==> config.mk <==
export PLATFORM = sky130hd
export DESIGN_NAME = pi_controller_clamped_flat
export DESIGN_NICKNAME = d
export VERILOG_FILES = /design/src/design/pic_pkg.sv /design/src/design/pic_if.sv /design/src/design/pic_smul.sv /design/src/design/pi_controller_clamped.sv /design/src/flat_wrapper.sv
export SDC_FILE = /design/constraint.sdc
export NUM_CORES = 2
export LEC_CHECK = 0
export ABC_AREA = 1
export BUFFER_PORTS_ARGS = -buffer_cell sky130_fd_sc_hd__buf_2
export CORE_MARGIN = 1.5
export CORE_UTILIZATION = 68
export CTS_CLUSTER_DIAMETER = 40
export DETAILED_ROUTE_END_ITERATION = 8
export PLACE_DENSITY = 0.95
export SLEW_MARGIN = 20
export SYNTH_ARGS = -nofsm -noshare
export SYNTH_HDL_FRONTEND = slang
export SYNTH_SLANG_ARGS = --single-unit
==> constraint.sdc <==
create_clock -name clk -period 14.2 [get_ports clk]
set_input_delay 2.84 -clock clk [delete_from_list [all_inputs] [get_ports clk]]
set_output_delay 2.84 -clock clk [all_outputs]
set_load 0.01 [all_outputs]
==> src/design/pic_pkg.sv <==
`timescale 1ns / 1ps
`default_nettype none

package pic_pkg;

	localparam int DATA_W  = 32;
	localparam int GAIN_W  = 32;
	localparam int PER_W   = 31;
	localparam int MA_W    = DATA_W + 1;
	localparam int MB_W    = DATA_W;
	localparam int PROD_W  = MA_W + 1 + MB_W;
	localparam int CNT_W   = $clog2(MB_W);
	localparam int Q_SHIFT = 16;
	localparam int ADDR_W  = 5;
	localparam int IDX_W   = 3;

	typedef logic signed [DATA_W-1:0] data_t;
	typedef logic signed [MA_W-1:0]   mul_a_t;
	typedef logic signed [MB_W-1:0]   mul_b_t;
	typedef logic signed [PROD_W-1:0] prod_t;

	typedef enum logic [IDX_W-1:0] {
		REG_PROP_GAIN  = 3'd0,
		REG_INTEG_GAIN = 3'd1,
		REG_PERIOD     = 3'd2,
		REG_INTEG_MAX  = 3'd3,
		REG_INTEG_MIN  = 3'd4,
		REG_DRIVE_MAX  = 3'd5,
		REG_DRIVE_MIN  = 3'd6,
		REG_NONE       = 3'd7
	} reg_idx_t;

	typedef enum logic [2:0] {
		ST_IDLE,
		ST_LOAD,
		ST_MUL1,
		ST_MUL2,
		ST_INTEG,
		ST_DRIVE
	} state_t;

	typedef struct packed {
		logic start;
		logic done;
	} mul_ctl_t;

	localparam data_t DATA_MAX = {1'b0, {(DATA_W-1){1'b1}}};
	localparam data_t DATA_MIN = {1'b1, {(DATA_W-1){1'b0}}};

	function automatic data_t sat33(input logic signed [DATA_W:0] x);
		data_t r;
		if (x[DATA_W] != x[DATA_W-1]) begin
			r = x[DATA_W] ? DATA_MIN : DATA_MAX;
		end else begin
			r = x[DATA_W-1:0];
		end
		return r;
	endfunction

	function automatic data_t sat_shr(input prod_t p, input int unsigned s);
		prod_t sh;
		data_t r;
		sh = p >>> s;
		if (sh > prod_t'(DATA_MAX)) begin
			r = DATA_MAX;
		end else if (sh < prod_t'(DATA_MIN)) begin
			r = DATA_MIN;
		end else begin
			r = sh[DATA_W-1:0];
		end
		return r;
	endfunction

	function automatic data_t clamp(input data_t x, input data_t hi, input data_t lo);
		data_t r;
		if (x > hi) begin
			r = hi;
		end else if (x < lo) begin
			r = lo;
		end else begin
			r = x;
		end
		return r;
	endfunction

endpackage

`default_nettype wire

==> src/design/pic_if.sv <==
`timescale 1ns / 1ps
`default_nettype none

interface pic_in_if;
	import pic_pkg::*;

	logic  valid;
	logic  ready;
	data_t target;
	data_t measured;

	modport source (output valid, output target, output measured, input ready);
	modport sink (input valid, input target, input measured, output ready);
endinterface

interface pic_out_if;
	import pic_pkg::*;

	logic  valid;
	logic  ready;
	data_t drive;

	modport source (output valid, output drive, input ready);
	modport sink (input valid, input drive, output ready);
endinterface

`default_nettype wire

==> src/design/pic_smul.sv <==
`timescale 1ns / 1ps
`default_nettype none

module pic_smul (
	input  wire logic            clk,
	input  wire logic            arst_n,
	input  wire pic_pkg::mul_a_t a,
	input  wire pic_pkg::mul_b_t b,
	input  wire logic            start,
	output pic_pkg::mul_ctl_t    stat,
	output pic_pkg::prod_t       prod
);
	import pic_pkg::*;

	logic signed [MA_W:0]   hi_q;
	logic [MB_W-1:0]        lo_q;
	mul_a_t                 a_q;
	logic [CNT_W-1:0]       cnt_q;
	logic                   busy_q;
	logic                   done_q;
	logic                   last;
	logic signed [MA_W+1:0] addend;
	logic signed [MA_W+1:0] t;

	assign last = (cnt_q == CNT_W'(MB_W - 1));

	always_comb begin
		if (!lo_q[0]) begin
			addend = '0;
		end else if (last) begin
			addend = -(MA_W+2)'(a_q);
		end else begin
			addend = (MA_W+2)'(a_q);
		end
		t = (MA_W+2)'(hi_q) + addend;
	end

	always_ff @(posedge clk or negedge arst_n) begin
		if (!arst_n) begin
			busy_q <= 1'b0;
			done_q <= 1'b0;
			cnt_q  <= '0;
		end else begin
			done_q <= busy_q && last;
			if (start) begin
				busy_q <= 1'b1;
				cnt_q  <= '0;
			end else if (busy_q) begin
				cnt_q <= cnt_q + 1'b1;
				if (last) begin
					busy_q <= 1'b0;
				end
			end
		end
	end

	always_ff @(posedge clk) begin
		if (start) begin
			hi_q <= '0;
			lo_q <= b;
			a_q  <= a;
		end else if (busy_q) begin
			hi_q <= t[MA_W+1:1];
			lo_q <= {t[0], lo_q[MB_W-1:1]};
		end
	end

	assign prod = {hi_q, lo_q};

	always_comb begin
		stat.start = start;
		stat.done  = done_q;
	end

endmodule

`default_nettype wire

==> src/design/pi_controller_clamped.sv <==
// PI controller, Q16.16, trapezoidal integrator with clamped integrator and output.
// A new item is accepted only in the idle state, after the previous result is registered.
// Most of the work is done by two bit-serial 33x32 multipliers, 32 steps each, run in two rounds.
// A finished result waits in an output register while the next item is accepted.
// Reset (arst_n low, asynchronous) clears control, settings, integrator, previous error to 0.
`timescale 1ns / 1ps
`default_nettype none

module pi_controller_clamped (
	input  wire logic                    clk,
	input  wire logic                    arst_n,
	pic_in_if.sink                       sample,
	pic_out_if.source                    result,
	input  wire logic                    psel,
	input  wire logic                    penable,
	input  wire logic                    pwrite,
	input  wire logic [pic_pkg::ADDR_W-1:0] paddr,
	input  wire logic [31:0]             pwdata,
	output logic [31:0]                  prdata,
	output logic                         pready
);
	import pic_pkg::*;

	state_t st_q, st_d;

	data_t             prop_gain_q;
	data_t             integ_gain_q;
	logic [PER_W-1:0]  period_q;
	data_t             integ_max_q;
	data_t             integ_min_q;
	data_t             drive_max_q;
	data_t             drive_min_q;

	data_t             integ_q;
	data_t             last_err_q;
	data_t             err_q;
	logic signed [DATA_W:0] sum_q;
	data_t             prop_q;
	data_t             inc_q;
	data_t             drive_q;
	logic              out_valid_q;

	reg_idx_t          widx;
	logic              wr_en;
	logic              out_free;
	logic              in_take;
	logic              start_p;
	logic              start_g;
	mul_a_t            a_g;
	mul_b_t            b_g;
	data_t             g;
	prod_t             prod_p;
	prod_t             prod_g;
	mul_ctl_t          stat_p;
	mul_ctl_t          stat_g;

	assign pready = 1'b1;
	assign widx   = reg_idx_t'(paddr[ADDR_W-1:2]);
	assign wr_en  = psel && penable && pwrite && pready;

	always_comb begin
		unique case (widx)
			REG_PROP_GAIN:  prdata = prop_gain_q;
			REG_INTEG_GAIN: prdata = integ_gain_q;
			REG_PERIOD:     prdata = {1'b0, period_q};
			REG_INTEG_MAX:  prdata = integ_max_q;
			REG_INTEG_MIN:  prdata = integ_min_q;
			REG_DRIVE_MAX:  prdata = drive_max_q;
			REG_DRIVE_MIN:  prdata = drive_min_q;
			default:        prdata = '0;
		endcase
	end

	assign out_free = !out_valid_q || result.ready;
	assign g        = sat_shr(prod_g, Q_SHIFT);

	always_comb begin
		st_d         = st_q;
		sample.ready = 1'b0;
		start_p      = 1'b0;
		start_g      = 1'b0;
		a_g          = MA_W'(integ_gain_q);
		b_g          = MB_W'({1'b0, period_q});
		unique case (st_q)
			ST_IDLE: begin
				sample.ready = 1'b1;
				if (sample.valid) begin
					st_d = ST_LOAD;
				end
			end
			ST_LOAD: begin
				start_p = 1'b1;
				start_g = 1'b1;
				st_d    = ST_MUL1;
			end
			ST_MUL1: begin
				a_g = sum_q;
				b_g = g;
				if (stat_g.done) begin
					start_g = 1'b1;
					st_d    = ST_MUL2;
				end
			end
			ST_MUL2: begin
				if (stat_g.done) begin
					st_d = ST_INTEG;
				end
			end
			ST_INTEG: begin
				st_d = ST_DRIVE;
			end
			ST_DRIVE: begin
				if (out_free) begin
					st_d = ST_IDLE;
				end
			end
			default: begin
				st_d = ST_IDLE;
			end
		endcase
	end

	assign in_take = sample.valid && sample.ready;

	always_ff @(posedge clk or negedge arst_n) begin
		if (!arst_n) begin
			st_q <= ST_IDLE;
		end else begin
			st_q <= st_d;
		end
	end

	pic_smul u_mul_p (
		.clk    (clk),
		.arst_n (arst_n),
		.a      (MA_W'(prop_gain_q)),
		.b      (err_q),
		.start  (start_p),
		.stat   (stat_p),
		.prod   (prod_p)
	);

	pic_smul u_mul_g (
		.clk    (clk),
		.arst_n (arst_n),
		.a      (a_g),
		.b      (b_g),
		.start  (start_g),
		.stat   (stat_g),
		.prod   (prod_g)
	);

	always_ff @(posedge clk or negedge arst_n) begin
		if (!arst_n) begin
			prop_gain_q  <= '0;
			integ_gain_q <= '0;
			period_q     <= '0;
			integ_max_q  <= '0;
			integ_min_q  <= '0;
			drive_max_q  <= '0;
			drive_min_q  <= '0;
			integ_q      <= '0;
			last_err_q   <= '0;
			out_valid_q  <= 1'b0;
		end else begin
			if (wr_en) begin
				unique case (widx)
					REG_PROP_GAIN:  prop_gain_q  <= pwdata;
					REG_INTEG_GAIN: integ_gain_q <= pwdata;
					REG_PERIOD:     period_q     <= pwdata[PER_W-1:0];
					REG_INTEG_MAX:  integ_max_q  <= pwdata;
					REG_INTEG_MIN:  integ_min_q  <= pwdata;
					REG_DRIVE_MAX:  drive_max_q  <= pwdata;
					REG_DRIVE_MIN:  drive_min_q  <= pwdata;
					default: begin
					end
				endcase
			end
			if (st_q == ST_LOAD) begin
				last_err_q <= err_q;
			end
			if (st_q == ST_INTEG) begin
				integ_q <= clamp(sat33((DATA_W+1)'(integ_q) + (DATA_W+1)'(inc_q)),
					integ_max_q, integ_min_q);
			end
			if (st_q == ST_DRIVE && out_free) begin
				out_valid_q <= 1'b1;
			end else if (result.ready) begin
				out_valid_q <= 1'b0;
			end
		end
	end

	always_ff @(posedge clk) begin
		if (in_take) begin
			err_q <= sat33((DATA_W+1)'(sample.target) - (DATA_W+1)'(sample.measured));
		end
		if (st_q == ST_LOAD) begin
			sum_q <= (DATA_W+1)'(err_q) + (DATA_W+1)'(last_err_q);
		end
		if (st_q == ST_MUL1 && stat_p.done) begin
			prop_q <= sat_shr(prod_p, Q_SHIFT);
		end
		if (st_q == ST_MUL2 && stat_g.done) begin
			inc_q <= sat_shr(prod_g, Q_SHIFT + 1);
		end
		if (st_q == ST_DRIVE && out_free) begin
			drive_q <= clamp(sat33((DATA_W+1)'(prop_q) + (DATA_W+1)'(integ_q)),
				drive_max_q, drive_min_q);
		end
	end

	assign result.valid = out_valid_q;
	assign result.drive = drive_q;

endmodule

`default_nettype wire

==> src/flat_wrapper.sv <==
// flat-port wrapper written by rule: the top's interface ports become plain ports
module pi_controller_clamped_flat import pic_pkg::*;
  (clk, arst_n, psel, penable, pwrite, paddr, pwdata, prdata, pready, sample_valid, sample_target, sample_measured, sample_ready, result_valid, result_drive, result_ready);
  pic_in_if sample_i ();
  pic_out_if result_i ();
  input  wire logic clk;
  input  wire logic arst_n;
  input  wire logic psel;
  input  wire logic penable;
  input  wire logic pwrite;
  input  wire logic [pic_pkg::ADDR_W-1:0] paddr;
  input  wire logic [31:0] pwdata;
  output logic [31:0] prdata;
  output logic pready;
  input wire logic [$bits(sample_i.valid)-1:0] sample_valid;
  input wire logic [$bits(sample_i.target)-1:0] sample_target;
  input wire logic [$bits(sample_i.measured)-1:0] sample_measured;
  output wire logic [$bits(sample_i.ready)-1:0] sample_ready;
  output wire logic [$bits(result_i.valid)-1:0] result_valid;
  output wire logic [$bits(result_i.drive)-1:0] result_drive;
  input wire logic [$bits(result_i.ready)-1:0] result_ready;
  assign sample_i.valid = sample_valid;
  assign sample_i.target = sample_target;
  assign sample_i.measured = sample_measured;
  assign sample_ready = sample_i.ready;
  assign result_valid = result_i.valid;
  assign result_drive = result_i.drive;
  assign result_i.ready = result_ready;
  pi_controller_clamped u_core (.clk(clk), .arst_n(arst_n), .sample(sample_i), .result(result_i), .psel(psel), .penable(penable), .pwrite(pwrite), .paddr(paddr), .pwdata(pwdata), .prdata(prdata), .pready(pready));
endmodule
# Yosys cells after proc, flatten, opt, wreduce, memory -nomap -nowiden
# Cells that the tools add are included.
# Widths: inputs -> output; s select.
# classes
n_addsub	10
n_lt_le_gt_ge	10
eq_ne	20
n_mux	48
reduce_logical	23
# op_table
op	count
$mux 32	21
$pmux 32 s7	1
$mux 35	4
$gt 50x32->1 const B	2
$lt 50x32->1 const B	2
$add 32x32->33	3
$add 34x35->35	2
$gt 32x32->1	2
$lt 32x32->1	2
$gt 49x32->1 const B	1
$lt 49x32->1 const B	1
$neg 32->35	1
$neg 33->35	1
$mux 33	1
$sub 32x32->33	1
$mux 5	4
$pmux 3 s6	1
$eq 3x3->1 const B	5
$reduce_and 2->1	7
$eq 3x2->1 const B	4
$mux 3	4
$mux 1	11
$add 5x1->5 const B	2
$eq 5x5->1 const B	2
other kinds (11)	26
# totals
register_bits	663
in_bits	108
out_inout_bits	67
word_cells	139

# Logic depth before layout (Yosys ltp)
# depth
word_depth	7
depth_mapped	40
mapped_depth_nobuf	37

# Hierarchy
# A second synthesis with hierarchy kept.
# unflattened
hier_cells	5925
hier_area_um2	44995.7
# modules_own_cells
mod	n_inst	cells_each	area_each_um2	seq_area_each_um2
pi_controller_clamped	1	3963	30787.0	12116.6
pic_smul	2	981	7104.3	2807.7

# Least setup slack after synthesis
# OpenSTA, ideal clock, no wires.
# synth_timing
path_type	input-to-output
start	input port paddr[4] (netlist bit)
end	output port prdata[11]
arrival_ps	4030
required_time_ps	11360
setup_slack_ps	7330
stages	7
n_path_buf	1
cell_sequence	inv_2 nor3_2 clkinv_1 clkbuf_1 o22ai_1 a21oi_1 o2111ai_1
# synth_between
elab_chain_len	2
elab_cells_between_ends	8
cone_classes	6 x eq/ne; 1 x mux; 1 x reduce/logical
# synth_lines
element	line_no	rtl
start: declaration	flat_wrapper.sv:11	input wire logic [pic_pkg::ADDR_W-1:0] paddr;
$eq 3x3->1 (tied with other cells)	pi_controller_clamped.sv:62	unique case (widx)
$pmux 32 s7 *	pi_controller_clamped.sv:62	
end: declaration	flat_wrapper.sv:13	output logic [31:0] prdata;
# Every way passes the cells marked *; elsewhere a longest branch is shown, timed or not.

# Final worst setup path
# layout_timing
start	register u_core.integ_q[2]
end	register u_core.integ_q[14]
# layout_between
elab_chain_len	7
elab_cells_between_ends	9
cone_classes	1 x add/sub; 2 x order compare; 1 x eq/ne; 5 x mux
# layout_lines
element	line_no	rtl
start: declaration	pi_controller_clamped.sv:34	data_t integ_q;
start signal: assignment	pi_controller_clamped.sv:183	integ_q <= clamp(sat33((DATA_W+1)'(integ_q) + (DATA_W+1)'(inc_q)),
$add 32x32->33 *	pi_controller_clamped.sv:183	
$mux 32 or $ne 1x1->1 (tied branches)	pic_pkg.sv:53, pic_pkg.sv:52	
$mux 32 *	pic_pkg.sv:52	if (x[DATA_W] != x[DATA_W-1]) begin
$mux 32 *	pi_controller_clamped.sv:182	if (st_q == ST_INTEG) begin
$lt 32x32->1	pic_pkg.sv:78	end else if (x < lo) begin
$mux 32	pic_pkg.sv:78	
$mux 32 *	pic_pkg.sv:76	if (x > hi) begin
# Every way passes the cells marked *; elsewhere a longest branch is shown, timed or not. The select of a mux whose other input is x is not followed.
# A chain may end at the register's enable or synchronous reset.

==> summary.txt <==
Outcome
  • Status: complete, no violations

Timing
  • Max_slew headroom: 0.2338
  • Max-slew violation count: 0
  • RSZ-0062 raised after global routing: false
  • Worst-margin pin slew: 1.149 ns
  • Fin crit share: 0.6243
  • Fmax: 0.1128 GHz
  • Min cycle time layout: 8.865 ns
  • Hold Vio Cnt, Final: 0
  • Final Setup Violations: 0
  • Setup TNS Final: 0 ns
  • Clk_skew: 0.04998 ns

Placed design
  • Detailed Place HPWL: approximately 110000 µm
  • Area post-placement: 0.04428 mm²
  • Routability Congestion: about 1.0
  • Port Buffers: between 150 and 200

Yosys
  • Sequential-to-total area share from yosys stat: 0.4135
  • Ranking of synthesized cells by area: edfxtp_1 20%, dfrtp_1 18%, nand2_1 11%
  • Number of flops mapped to enable cells by yosys: between 200 and 300
  • Synth Area per Inst: 7.907 µm²
  • Count of unique library cells instantiated by Yosys: roughly 80
  • Synth top area share: 0.2034
  • Syn Inst Count: about 5400
  • Primary FF master, synth: dfrtp_1
  • Yosys top cell by area: edfxtp_1
  • YS warnings: 0
  • Mapped cell area: about 0.043 mm²
  • Mapped Nets: 5860
  • Ys async rst share: 0.4600
  • Yosys reg bits: 663

Flow run
  • Max-Cap Viols: 0

Finish
  • # fillers: 4337
  • Share of cells above drive strength 1: 0.09332
  • Multi-input gate area: 0.02148 mm²
  • Storage element area: about 0.018 mm²
  • NumNets Final: 5982
  • Final instance area: 0.04777 mm²
  • Most common cell after layout, fill and taps aside: nand2_1
  • Commonest cells after routing, fill and taps aside: 1237 x nand2_1, 747 x inv_1, 554 x o21ai_0
  • Area delta synth->final: 11.58%

Routing
  • Initial DRC count: 6797
  • Final WL: 152100 µm
  • Drt first pass iters: 9
  • Vias per std cell: 6.470
  • Final ANT Viol Nets: 0
  • Drt wl/cell: 23.51 µm
  • DRC: 0
  • Via Count: 41870

Clocking
  • Clk buf depth: 3
  • Post-CTS Hold Buffers: 0
  • H-Tree Level Count: 3
  • Root cell of the clock tree: clkbuf_16
  • Worst-skew pair later-pin latency: 0.70 ns
  • Clock sink total: 663
  • Reg clk slew, reported paths: 0.05 ns
  • TritonCTS buffer count: 102
  • Post-CTS setup repair buffer count: 0
  • CTS tree: yes
  • Cts repair resizes: 0

GRT
  • Remaining global-route overflow: 0
  • Largest net degree at the start of global routing: 153
  • Initial antenna violation count: 9
  • GRT Total Usage: 0.4715
  • First-pass GRT wire length: approximately 230000 µm
  • Vias in the first global route: 39250

Setup path
  • CP dominant cell by count: nand2_1
  • CP Launch Type: register
  • Arrival time at the worst endpoint: 9.42 ns
  • Worst path slowest cell: clkinv_1
  • Top Family by Delay on Critical Path: simple AND/OR/NAND/NOR gates
  • CP Buf/Inv Count: 7
  • Crit Path Max Fanout: 38
  • CP endpoint kind: register
  • CP max stage delay: approximately 0.92 ns
  • Crit path required time: around 15 ns
  • Crit Path Category: reg2reg

Pwr
  • Lkg Pwr: 23.13 nW
  • Pint: 4.683 mW
  • Switch Pwr: between 2 and 3 mW
  • Clk pwr share: 0.331
  • Share of total power in combinational logic: 0.312
  • Power Density: 160.1 mW/mm²
  • Peak VDD IR: 0.1385 mV
  • Switching fraction of total power: 0.3875
  • Sequential Power Share: 0.357

Floorplanning
  • Floorplan core area: between 0.06 and 0.07 mm²
  • IO Pins: approximately 180
  • Die height: 253.9 µm
  • Starting Density: 0.6912
  • Die width: 253.9 µm
  • Cell Rows: roughly 90
  • Die area: 0.06447 mm²

Hold path
  • Worst min-delay path category: reg2reg
-- cell type report --
type | instances | area share
clock buffers | 118 | 0.05684
clock inverters | 76 | 0.01527
inverters | 766 | 0.06019
repair buffers | 212 | 0.02509
diodes | 8 | 0.0004191
multi-input cells | 3791 | 0.4497
flip-flops and latches | 663 | 0.3706
well taps | 837 | 0.02192
-- power by group through the flow --
stage                     clock [mW]  combinational, mW  sequential (mW)
after floorplan                    0               1.68             2.58
after global placement             0               2.16             2.72
after detailed placement           0               2.24             2.73
after CTS                       2.52               2.29             2.70
after global routing            2.60               2.62             2.74
final                           2.53               2.39             2.73
-- registers in the layout, indices dropped and copies added, names as in the netlist, 32 cells and up --
name / flops
u_core.integ_gain_q: 32
u_core.u_mul_g.a_q: 33
u_core.u_mul_g.lo_q: 32
u_core.prop_gain_q: 32
u_core.prop_q: 32
u_core.last_err_q: 32
u_core.integ_q: 32
u_core.drive_min_q: 32
u_core.u_mul_p.a_q: 32
u_core.u_mul_g.hi_q: 34
u_core.result.drive: 32
u_core.inc_q: 32
u_core.drive_max_q: 32
u_core.sum_q: 33
u_core.integ_min_q: 32
u_core.u_mul_p.hi_q: 34
u_core.integ_max_q: 32
u_core.u_mul_p.lo_q: 32
u_core.err_q: 32
-- stage by stage --
step                hold WS, ns    util  worst slack (ns)  total power [mW]  std cells
floorplan                0.4249       -             7.330             4.257       5414
global placement         0.4575  0.7149             5.760             4.880       6268
detailed placement       0.4662  0.7149             5.743             4.968       6268
finish                   0.4833  0.7712             5.335             7.646       6471
global route             0.4928  0.7710             5.039             7.955       6466
CTS                      0.4855  0.7705             5.763             7.512       6462
-- worst reg2reg max path, delay by kind of cell, from the launching register on --
kind | cells | cell delay, ns
AND/OR/NAND/NOR | 18 | 2.83
buffers and inverters | 7 | 1.90
adder cells (fa/ha/maj) | 3 | 1.48
AO/OA/AOI/OAI | 7 | 1.40
XOR/XNOR | 2 | 0.69
flip-flops | 1 | 0.43
-- cells in the mapped netlist (all sizes together) (32+ instances only) --
cell type and n:
nand2 1263, inv 757, o21ai 602, a21oi 474, ha 332, dfrtp 305
edfxtp 290, nor2 281, nand3 207, clkbuf 158, nor3 96, xor2 87
dfxtp 68, o22ai 62, xnor2 40, a221oi 37, buf 36, nand4 32
-- path summary, 6_finish.rpt --
path | start | endpoint | slack (ns) | cells past startpoint
setup / recovery | u_core.integ_q[2]$_DFFE_PN0P_ | u_core.integ_q[14]$_DFFE_PN0P_ | 5.34 | 37
hold / removal | u_core.integ_max_q[29]$_DFFE_PN0P_ | u_core.integ_max_q[29]$_DFFE_PN0P_ | 0.48 | 2
min in group asynchronous | arst_n | u_core.st_q[1]$_DFFE_PN0P_ | 2.19 | 1
max in group asynchronous | arst_n | u_core.drive_max_q[1]$_DFFE_PN0P_ | 10.57 | 2
setup reg to reg | u_core.integ_q[2]$_DFFE_PN0P_ | u_core.integ_q[14]$_DFFE_PN0P_ | 5.34 | 37
hold reg to reg | u_core.integ_max_q[29]$_DFFE_PN0P_ | u_core.integ_max_q[29]$_DFFE_PN0P_ | 0.48 | 2
-- logic make-up (layout without fill, tap and decap cells) --
| logic type | count (synthesis) | count (layout) | synth area share |
|---|---|---|---|
| compound gates | 1380 | 1380 | 0.1832 |
| other cells | 1 | 9 | 0.00008759 |
| buf+inv | 960 | 1172 | 0.08756 |
| fa+ha+maj | 338 | 338 | 0.09984 |
| simple gates | 1945 | 1945 | 0.1897 |
| flops | 663 | 663 | 0.4135 |
| xor+xnor | 127 | 127 | 0.02616 |
-- metal layers --
metal | global-route usage | share of wire | vias up
li1 | - | - | 18590
met4 | 0.3609 | 0.096 | 10
met2 | 0.6833 | 0.41 | 3260
met3 | 0.1516 | 0.15 | 812
met1 | 0.5842 | 0.35 | 19200
met5 | 0.008494 | 0.00057 | -
(Power assumes the default switching activity.)
